==> config.mk <==
export PLATFORM = sky130hd
export DESIGN_NAME = lwts_front
export DESIGN_NICKNAME = d
export VERILOG_FILES = /design/src/hdl/lwts_pkg.sv /design/src/hdl/lwts_front.sv
export SDC_FILE = /design/constraint.sdc
export NUM_CORES = 1
export LEC_CHECK = 0
export BUFFER_PORTS_ARGS = -buffer_cell sky130_fd_sc_hd__buf_2
export CORE_MARGIN = 4
export CORE_UTILIZATION = 45
export CTS_CLUSTER_SIZE = 20
export DETAILED_ROUTE_END_ITERATION = 8
export PLACE_DENSITY_LB_ADDON = 0.08
export SLEW_MARGIN = 10
export SYNTH_ARGS = -nofsm -noshare
export SYNTH_HDL_FRONTEND = slang
export SYNTH_SLANG_ARGS = --single-unit
==> constraint.sdc <==
create_clock -name clk -period 2 [get_ports clk]
set_clock_uncertainty 0.05 [all_clocks]
set_input_delay 0 -clock clk [delete_from_list [all_inputs] [get_ports clk]]
set_output_delay 0 -clock clk [all_outputs]
set_load 0.03 [all_outputs]
==> src/hdl/lwts_pkg.sv <==
// ----------------------------------------------------------------------------
// lwts_pkg: shared types and constants
// Item, result and job formats, the register map and the fixed field widths
// of the longest window with target sum block.
// ----------------------------------------------------------------------------
package lwts_pkg;

	localparam int VALUE_BITS = 16;
	localparam int TARGET_BITS = 26;
	localparam int BEST_BITS = 11;
	// The window sum never exceeds the target by more than one element.
	localparam int SUM_BITS = ((TARGET_BITS > VALUE_BITS) ? TARGET_BITS : VALUE_BITS) + 1;

	localparam int DEFAULT_MAX_LENGTH = 1024;

	localparam int QUEUE_DEPTH = 4;
	localparam int QPTR_BITS = $clog2(QUEUE_DEPTH);
	localparam int QCNT_BITS = $clog2(QUEUE_DEPTH + 1);

	localparam int APB_ADDR_BITS = 3;
	localparam int APB_DATA_BITS = 32;
	localparam int REG_INDEX_BITS = APB_ADDR_BITS - 2;
	localparam logic [REG_INDEX_BITS-1:0] REG_TARGET_SUM = REG_INDEX_BITS'(0);

	typedef struct packed {
		logic [VALUE_BITS-1:0] value_in;
		logic                  last_in;
	} in_item_t;

	typedef struct packed {
		logic [BEST_BITS-1:0] best_length;
		logic                 last_out;
		logic                 overflow;
	} out_item_t;

	// One classified element on its way from the front to the back end.
	typedef struct packed {
		logic [VALUE_BITS-1:0] value;
		logic                  last;
		logic                  ignore;
	} job_t;

endpackage

==> src/hdl/lwts_front.sv <==
// ----------------------------------------------------------------------------
// lwts_front: input acceptance and classification
// Counts the elements of the current array and marks every element beyond
// the window store length as one to be ignored.
// ----------------------------------------------------------------------------
module lwts_front #(
	parameter int MAX_LENGTH = lwts_pkg::DEFAULT_MAX_LENGTH
) (
	input  logic              clk,
	input  logic              arst_n,
	input  logic              push,
	output logic              full,
	input  lwts_pkg::in_item_t item,
	input  logic              q_full,
	output logic              q_push,
	output lwts_pkg::job_t    job
);

	localparam int CNT_BITS = $clog2(MAX_LENGTH + 1);
	localparam logic [CNT_BITS-1:0] CNT_MAX = CNT_BITS'(MAX_LENGTH);

	logic [CNT_BITS-1:0] elem_q;
	logic                accept;
	logic                ignore;

	assign full   = q_full;
	assign accept = push && !q_full;
	assign q_push = accept;
	assign ignore = (elem_q == CNT_MAX);

	assign job.value  = item.value_in;
	assign job.last   = item.last_in;
	assign job.ignore = ignore;

	always_ff @(posedge clk or negedge arst_n) begin
		if (!arst_n) begin
			elem_q <= '0;
		end else if (accept) begin
			if (item.last_in) begin
				elem_q <= '0;
			end else if (!ignore) begin
				elem_q <= elem_q + CNT_BITS'(1);
			end
		end
	end

endmodule

==> impl_metrics.ini <==
[placed_design]
gp_congestion = 0.8145
placed_area_um2 = 835.8
io_buffers = 8
dpl.hpwl_um = 1356

[critical_path]
cp_max_fo = 5
path_cells = inv_1, ha_1, and4bb_1, and3_2, buf_2
reg2reg_setup_slack_ns = 0.40
rr_endpoint = elem_q[8]
crit_buf_inv = 2
startpoint_type = flip-flop
crit_arrival_ns = 1.68
path_class = flip-flop to output port
r2r_cells = 4
cp_slowest_cell = dfrtp_1
required_ns = 1.95
max_stage_delay_ns = 0.43
endpoint_kind = output port
cp_top_family = simple AND/OR/NAND/NOR gates
r2r-start = elem_q[0]

[hold_path]
hold_end = elem_q[4]
hp-start = q_full
hold-path-cell-count = 4
hold_path.class = input pin to flip-flop

[yosys]
synth_fa_ha_area_share_pct = 2.725
synth_cells = 101
synth_compound_area_share_pct = 17.17
syn_nets = 124
synthFlopType = dfrtp_1
seq_area_frac_synth_pct = 29.97
ys_types = 42
synth_top_area_cell = dfrtp_1
synth_seq_cells = 11
synthSimpleGateAreaFrac_pct = 29.56
netlist_area_um2 = 918.4
synth-async-reset-ratio_pct = 100.0
synth_area_leaders = dfrtp_1 (30%), buf_4 (16%), o221ai_2 (3.3%)
synth_top_family_by_area = simple AND/OR/NAND/NOR gates
muxShareOfSynthArea_pct = 1.090
synth_edf_count = 0
yosysTopAreaCellShare_pct = 29.97
yosysWarnings = 0
synthXorXnorAreaFrac_pct = 0
avgSynthCellArea_um2 = 9.093

[cells_and_area]
drive_gt1_share_pct = 18.52
multi_input_area_um2 = 464.2
top_regs = elem_q (11)
syn_to_final_growth_pct = 12.40
diodes = 0
final_area_um2 = 1032
seq_area_um2 = 275.3
nFillCells = 189
nets = 132
top_register = elem_q
largest_reg_flops = 11

[detailed_routing]
wl_per_cell_um = 15.40
postRouteAntennaNets = 0
drtIter0Drc = 11
vias_per_cell = 5.681
drc = 0
routed_wl_um = 2079
drtPass1Iterations = 4
vias = 767

[run_status]
status = finished, final reports clean

[sta]
finalCritPeriodShare_pct = 86.26
rsz0062_at_grt = false
max_freq_ghz = 0.5796
setup_tns_ns = 0
hold_viol = 0
worstMarginPinSlew_ns = 0.3331
maxSlewViolCount = 0
finalSetupViolations = 0
min_period_ns = 1.725
slew_headroom_pct = 77.72

[clock_tree]
htree_levels = 1
cts_buffers = 3
cts_resized = 0
cts_hold_buf = 17
postCtsSetupBuffers = 0
cts.sinks = 11
clk-insertion-delay-late_ns = 0.27
clk_pin_slew_worst_paths_ns = 0.07
cts-root-buf = clkbuf_4
cts_tree = yes
clock_path_buffers = 2

[global_routing]
antenna_found_initial = 0
grt_first_pass_wirelength_um = 3374
grt.total_usage_pct = 16.89
grt_pass1_vias = 767
grt.overflow.total = 0
grt_max_degree = 21

[floorplanning]
design.die.area_um2 = 2828
die_h_um = 53.18
rows = 16
ios = 41
start_util_pct = 47.29
die-width_um = 53.18
core_um2 = 1942

[job]
cap_violations = 0

[power]
ir_worst_vdd_mv = 0.3317
p_leak_nw = 0.4370
power.density_nw_per_um2 = 641.4
==> synth_stat cells (3+ instances only) <==
cell / instances
buf_4: 19
dfrtp_1: 11
inv_1: 6
nand2_1: 5
nand4_1: 3
nor2_1: 5
nor2b_1: 4
o21ai_0: 4
==> tightest hold or removal path: cells and delay by family <==
family / cells / cell delay (ns)
multiplexers: 1 / 0.11
buffers and inverters: 1 / 0.10
AO/OA/AOI/OAI: 1 / 0.09
AND/OR/NAND/NOR: 1 / 0.05
==> report_power, final <==
part / total (mW) / switching, mW / internal, mW
Combinational: 0.196 / 0.113 / 0.0830
Sequential: 0.305 / 0.0532 / 0.252
Clock: 0.161 / 0.0841 / 0.0774
==> how the worst max path moves through the flow <==
stage / start / to / slack (ns) / cells past startpoint
after floorplan: elem_q[0] / elem_q[8] / 0.48 / 4
final: elem_q[0] / job[0] / 0.27 / 5
after CTS: elem_q[0] / job[0] / 0.28 / 5
after global placement: elem_q[0] / elem_q[8] / 0.43 / 4
after global routing: elem_q[0] / job[0] / 0.16 / 5
after detailed placement: elem_q[0] / elem_q[8] / 0.40 / 4
==> layout by cell type, fill, tap and decap left out, types with 2 or more instances in the layout <==
cell           instances
buf_2                  8
nand3b_1               2
a221o_1                2
dlygate4sd3_1         17
inv_1                  6
nor2b_1                4
nand3_1                2
nor2_1                 5
ha_1                   2
nand2_1                5
o21ai_0                4
or2_0                  2
o221ai_2               2
dfrtp_1               11
and2_1                 2
nand4_1                3
o311ai_1               2
or3_1                  2
clkbuf_4               3
==> through the flow <==
stage | utilization (%) | instances | setup WS (ns) | hold WS, ns | total power [mW]
global route | 53.16 | 135 | 0.1631 | 0.1002 | 0.7016
detailed placement | 43.04 | 114 | 0.3998 | -0.1589 | 0.4406
floorplan | - | 101 | 0.4766 | -0.3456 | 0.4616
global placement | 43.04 | 114 | 0.4289 | -0.1580 | 0.4357
finish | 53.16 | 135 | 0.2748 | 0.06864 | 0.6621
CTS | 53.16 | 135 | 0.2756 | 0.05475 | 0.6643
==> area by class of cell <==
| class | count | area share [%] |
|---|---|---|
| multi-input cells | 62 | 44.97 |
| flip-flops and latches | 11 | 26.67 |
| repair buffers | 25 | 20.36 |
| well taps | 27 | 3.273 |
| clock buffers | 4 | 2.545 |
| inverters | 6 | 2.182 |
==> kinds of logic after synthesis <==
kind of cell | after synthesis
mux | 1
fa+ha+maj | 2
buf+inv | 28
flops | 11
simple gates | 41
compound gates | 18
==> routing by layer <==
layer	track usage, %	routed length, um	vias up	part of all wire (%)
met5	0	0	-	0
met4	8.936	32	0	1.5
met3	3.380	102	4	4.9
met2	28.31	997	36	48
met1	20.10	946	366	46
li1	-	-	361	-
Note: power is estimated with default switching activity, not from simulation.
