--- config.mk ---
export PLATFORM = sky130hd
export DESIGN_NAME = lwts_queue
export DESIGN_NICKNAME = d
export VERILOG_FILES = /design/src/hdl/lwts_pkg.sv /design/src/hdl/lwts_queue.sv
export SDC_FILE = /design/constraint.sdc
export NUM_CORES = 1
export LEC_CHECK = 0
export BUFFER_PORTS_ARGS = -buffer_cell sky130_fd_sc_hd__buf_2
export CAP_MARGIN = 40
export CORE_ASPECT_RATIO = 1.5
export CORE_MARGIN = 2
export CORE_UTILIZATION = 40
export CTS_CLUSTER_DIAMETER = 80
export CTS_CLUSTER_SIZE = 8
export DETAILED_ROUTE_END_ITERATION = 16
export PLACE_DENSITY = 0.61
export SYNTH_ARGS = -nofsm -noshare
export SYNTH_HDL_FRONTEND = slang
export SYNTH_SLANG_ARGS = --single-unit
--- constraint.sdc ---
create_clock -name clk -period 6.6 [get_ports clk]
set_clock_uncertainty 0.2 [all_clocks]
set_input_delay 1.98 -clock clk [delete_from_list [all_inputs] [get_ports clk]]
set_output_delay 1.98 -clock clk [all_outputs]
set_load 0.005 [all_outputs]
--- src/hdl/lwts_pkg.sv ---
// ----------------------------------------------------------------------------
// lwts_pkg: shared types and constants
// Item, result and job formats, the register map and the fixed field widths
// of the longest window with target sum block.
// ----------------------------------------------------------------------------
package lwts_pkg;

	localparam int VALUE_BITS = 16;
	localparam int TARGET_BITS = 26;
	localparam int BEST_BITS = 11;
	// The window sum never exceeds the target by more than one element.
	localparam int SUM_BITS = ((TARGET_BITS > VALUE_BITS) ? TARGET_BITS : VALUE_BITS) + 1;

	localparam int DEFAULT_MAX_LENGTH = 1024;

	localparam int QUEUE_DEPTH = 4;
	localparam int QPTR_BITS = $clog2(QUEUE_DEPTH);
	localparam int QCNT_BITS = $clog2(QUEUE_DEPTH + 1);

	localparam int APB_ADDR_BITS = 3;
	localparam int APB_DATA_BITS = 32;
	localparam int REG_INDEX_BITS = APB_ADDR_BITS - 2;
	localparam logic [REG_INDEX_BITS-1:0] REG_TARGET_SUM = REG_INDEX_BITS'(0);

	typedef struct packed {
		logic [VALUE_BITS-1:0] value_in;
		logic                  last_in;
	} in_item_t;

	typedef struct packed {
		logic [BEST_BITS-1:0] best_length;
		logic                 last_out;
		logic                 overflow;
	} out_item_t;

	// One classified element on its way from the front to the back end.
	typedef struct packed {
		logic [VALUE_BITS-1:0] value;
		logic                  last;
		logic                  ignore;
	} job_t;

endpackage

--- src/hdl/lwts_queue.sv ---
// ----------------------------------------------------------------------------
// lwts_queue: job queue between front and back end
// A short first-in first-out queue of classified elements.
// ----------------------------------------------------------------------------
module lwts_queue (
	input  logic           clk,
	input  logic           arst_n,
	input  logic           push,
	input  lwts_pkg::job_t wr_job,
	output logic           full,
	input  logic           pop,
	output lwts_pkg::job_t rd_job,
	output logic           empty
);

	lwts_pkg::job_t                  slot_q [lwts_pkg::QUEUE_DEPTH];
	logic [lwts_pkg::QPTR_BITS-1:0]  wr_ptr_q;
	logic [lwts_pkg::QPTR_BITS-1:0]  rd_ptr_q;
	logic [lwts_pkg::QCNT_BITS-1:0]  cnt_q;
	logic                            do_push;
	logic                            do_pop;

	assign full    = (cnt_q == lwts_pkg::QCNT_BITS'(lwts_pkg::QUEUE_DEPTH));
	assign empty   = (cnt_q == '0);
	assign do_push = push && !full;
	assign do_pop  = pop && !empty;
	assign rd_job  = slot_q[rd_ptr_q];

	always_ff @(posedge clk) begin
		if (do_push) begin
			slot_q[wr_ptr_q] <= wr_job;
		end
	end

	always_ff @(posedge clk or negedge arst_n) begin
		if (!arst_n) begin
			wr_ptr_q <= '0;
			rd_ptr_q <= '0;
			cnt_q    <= '0;
		end else begin
			if (do_push) begin
				wr_ptr_q <= wr_ptr_q + lwts_pkg::QPTR_BITS'(1);
			end
			if (do_pop) begin
				rd_ptr_q <= rd_ptr_q + lwts_pkg::QPTR_BITS'(1);
			end
			if (do_push && !do_pop) begin
				cnt_q <= cnt_q + lwts_pkg::QCNT_BITS'(1);
			end else if (do_pop && !do_push) begin
				cnt_q <= cnt_q - lwts_pkg::QCNT_BITS'(1);
			end
		end
	end

	a_no_push_when_full: assert property (@(posedge clk) disable iff (!arst_n)
		!(push && full))
		else $error("job pushed into a full queue");

endmodule

==> impl_summary.md <==
Status
The flow ran to the end, and the final reports show no timing, DRC or antenna violations.

Route
The count of antenna-violating nets left after detailed routing is 0. After detailed routing, the number of vias per cell comes to 4.715. Dividing the detail-routed wire length by the instance count gives 17.15 um. For this block, the routed nets add up to 4939 um of wire. After the first detailed-routing iteration, the DRC count stood at 73.

The routed layout has 1358 vias. The total DRC errors in the routed layout is 0. For this run, the detailed router's first-pass iteration total came to 6.

Global route
The global routing usage on met2 is 0.2218. For met1 alone, demand over resource in global routing was 0.1606. The met3 track utilization from global routing is 0.05182. The number of antenna violations at the first check in global routing is 0. Entering global routing, the biggest net connects 17 pins. The global-route wire length before repair is 7783 um. After global routing, the most crowded layer is met2.

The overall fraction of global-route tracks in use is 0.1376. The number of global-route vias before repair is 1529. The residual overflow from global routing is 0.

Setup path
The required time reported for the critical path endpoint is 4.42 ns. The critical path is of the reg2out type. Data on the critical path arrives at its endpoint at 1.97 ns. The worst register-to-register path begins at cnt_q[2]. The endpoint kind of the worst setup timing path is a primary output. The worst setup path is launched from a flip-flop. The worst setup path endpoint is rd_job[0]. The most critical setup path has its startpoint at rd_ptr_q[0]. In this run the worst path has a maximum fanout of 16.

The worst reg2reg path endpoint is cnt_q[2]. The logic depth of the worst register-to-register path is 8. The worst-case register-to-register setup slack is 4.18 ns.

STA
The number of endpoints failing setup at the final stage is 0. The worst path in the final design needs a cycle of 4.153 ns, including I/O delays and setup. Across all setup checks in the final design, the least slack found is 2.447 ns.

The final-report hold violation count was 0. At the pin with the least slew margin, the transition time is 0.5459 ns. Of the available clock period, the critical path in the final layout requires 0.6292. The number of pins exceeding their max-slew limit in the final report is 0. The remaining max-slew budget at the tightest pin is 0.6361.

The aggregate negative setup slack is 0 ns. The upper clock frequency limit is 240.8 MHz. Setup repair after global routing left no endpoint under its margin.

Layout
For this run, the post-layout net count is 211. From synthesis to final layout, the design area changed by 17.43%. The number of inserted diodes is 0.

The layout cell share with drive strength beyond 1 is 0.4202. The library cells used most frequently in the layout, excluding fill and tap cells, are 72 x sky130_fd_sc_hd__edfxtp_1, 41 x sky130_fd_sc_hd__buf_2, 18 x sky130_fd_sc_hd__mux4_2, 10 x sky130_fd_sc_hd__clkbuf_8, 7 x sky130_fd_sc_hd__dfrtp_1. The end-of-flow core utilization is 0.4868. Leaving out fill and tap cells, the most frequent cell in the layout is sky130_fd_sc_hd__edfxtp_1.

Pwr
The static power due to leakage is 0.001263 uW. Power comes to 1475 uW. The power density over the cells is 416.7 nW/um^2.

The highest ir drop seen on vdd is 0.0002209 V.

Die
Measured along the y axis, the die boundary spans 110.3 um. The core area is 7274 um^2. The die is 74.89 um wide.

42 I/O pins were placed. After floorplanning, the core was divided into 38 placement rows. The die covers 8263 um^2.

For this configuration, the core starts out at a cell density of 0.4145.

Clock network
The clock-pin slew of the registers on the worst-case setup and hold paths is 0.07 ns. The later pin in the worst-skew pair is clocked with a latency of 0.35 ns. The cell sitting at the root of the clock tree is a sky130_fd_sc_hd__clkbuf_8. The H-tree level count is 3. The count of hold-fix buffers inserted at cts is 0. The CTS tree is built. The number of resized instances in the post-cts repair step is 0.

Buffers inserted during clock tree synthesis total 9. The TritonCTS sink count is 79. The maximum root-to-sink buffer count is 2. The number of buffers inserted by post-CTS setup repair is 0.

Synthesis
The gate count after technology mapping is 130. The average footprint of a synthesized cell is 23.20 um^2. The share of synthesized area occupied by flip-flops and latches is 0.7751. The share of synthesized area in the top cell type comes to 0.7170.

The synthesized flop and latch total is 79. In the post-synthesis netlist, the biggest area contributors are sky130_fd_sc_hd__edfxtp_1 72%, sky130_fd_sc_hd__mux4_2 13%, sky130_fd_sc_hd__dfrtp_1 5.8%, sky130_fd_sc_hd__ha_1 2.1%, sky130_fd_sc_hd__xnor2_1 1.2%. The number of nets handed over by synthesis was 158. The number of distinct library cells after synthesis is 20. Of all cell types, the one taking the most synthesized area is sky130_fd_sc_hd__edfxtp_1.

During synthesis, Yosys emitted a total of 0 warnings. After synthesis the cells add up to 3015 um^2.

Placed design
The congestion estimate from routability-driven global placement came to 0.6859. The HPWL after detailed placement is 3373 um. Buffers placed on the I/O ports in this run total 41. The post-placement worst setup slack is 2.679 ns.

Worst hold path
The type of the most critical hold path is reg2reg.

Run
Across the run, the number of max-cap violations was 0.
report_power, final:
group	switching [uW]	internal (uW)	total, uW
sequential	57.4	668	726
combinational	207	244	452
clock	154	144	298
total	419	1060	1480
cells by family after synthesis:
group	count (synthesis)	share of synthesized area
fa+ha+maj	6	0.02739
buf+inv	9	0.01618
xor+xnor	6	0.01743
flops	79	0.7751
simple gates	10	0.02074
mux	20	0.1432
final cells by class:
type                       count  area, um^2
fill                         621        3734
tap                          100       125.1
clock inverter                 3       12.51
inverter                       4       15.01
clock buffer                  13       148.9
sequential                    79        2337
multi-input combinational     42       629.4
timing repair buffer          47       272.8
per-stage QoR:
| stage | hold slack, ns | instance area [um^2] | cells |
|---|---|---|---|
| after floorplan | 0.2453 | 3015 | 130 |
| after global placement | 0.2629 | 3319 | 267 |
| after detailed placement | 0.2873 | 3379 | 272 |
| after CTS | 0.3014 | 3541 | 288 |
| after global routing | 0.3195 | 3541 | 288 |
| final | 0.2972 | 3541 | 288 |
routing by layer:
| layer | share of wire | routed length, um | vias to the layer above |
|---|---|---|---|
| met4 | 0.023 | 112 | 0 |
| met1 | 0.39 | 1902 | 688 |
| met3 | 0.055 | 270 | 10 |
| met5 | 0 | 0 | - |
| met2 | 0.54 | 2653 | 36 |
| li1 | - | - | 624 |
flip-flops by register name, summed over array words and instances, names as in the netlist:
| name | cells |
|---|---|
| wr_ptr_q | 2 |
| rd_ptr_q | 2 |
| cnt_q | 3 |
| slot_q | 72 |
cell usage after synthesis:
| cell | n |
|---|---|
| sky130_fd_sc_hd__and2_1 | 4 |
| sky130_fd_sc_hd__nor3b_2 | 1 |
| sky130_fd_sc_hd__buf_6 | 1 |
| sky130_fd_sc_hd__xor2_1 | 2 |
| sky130_fd_sc_hd__nor2_1 | 1 |
| sky130_fd_sc_hd__edfxtp_1 | 72 |
| sky130_fd_sc_hd__xnor2_1 | 4 |
| sky130_fd_sc_hd__mux4_2 | 18 |
| sky130_fd_sc_hd__nor2b_1 | 1 |
| sky130_fd_sc_hd__buf_2 | 3 |
| sky130_fd_sc_hd__or3_1 | 1 |
| sky130_fd_sc_hd__fa_1 | 1 |
| sky130_fd_sc_hd__mux2_2 | 1 |
| sky130_fd_sc_hd__ha_1 | 5 |
| sky130_fd_sc_hd__nand3_1 | 1 |
| sky130_fd_sc_hd__nand2_1 | 1 |
| sky130_fd_sc_hd__dfrtp_1 | 7 |
| sky130_fd_sc_hd__inv_1 | 4 |
| sky130_fd_sc_hd__buf_4 | 1 |
| sky130_fd_sc_hd__mux2_4 | 1 |
critical path: stages, from the launching register on:
cell,delay (ns)
sky130_fd_sc_hd__dfrtp_1,0.51
sky130_fd_sc_hd__buf_4,0.37
sky130_fd_sc_hd__mux4_2,0.58
sky130_fd_sc_hd__buf_2,0.15
how the worst min path moves through the flow:
| stage | startpoint | endpoint | slack [ns] | cells after the start |
|---|---|---|---|---|
| 6_report | cnt_q[2] | cnt_q[2] | 0.30 | 1 |
| 5_1_grt | cnt_q[2] | cnt_q[2] | 0.32 | 1 |
| 4_1_cts | cnt_q[2] | cnt_q[2] | 0.30 | 1 |
| 3_5_place_dp | cnt_q[2] | cnt_q[2] | 0.29 | 1 |
| 3_3_place_gp | cnt_q[2] | cnt_q[2] | 0.26 | 1 |
| 2_1_floorplan | cnt_q[2] | cnt_q[2] | 0.25 | 1 |
Power figures use the tool's default switching activity.
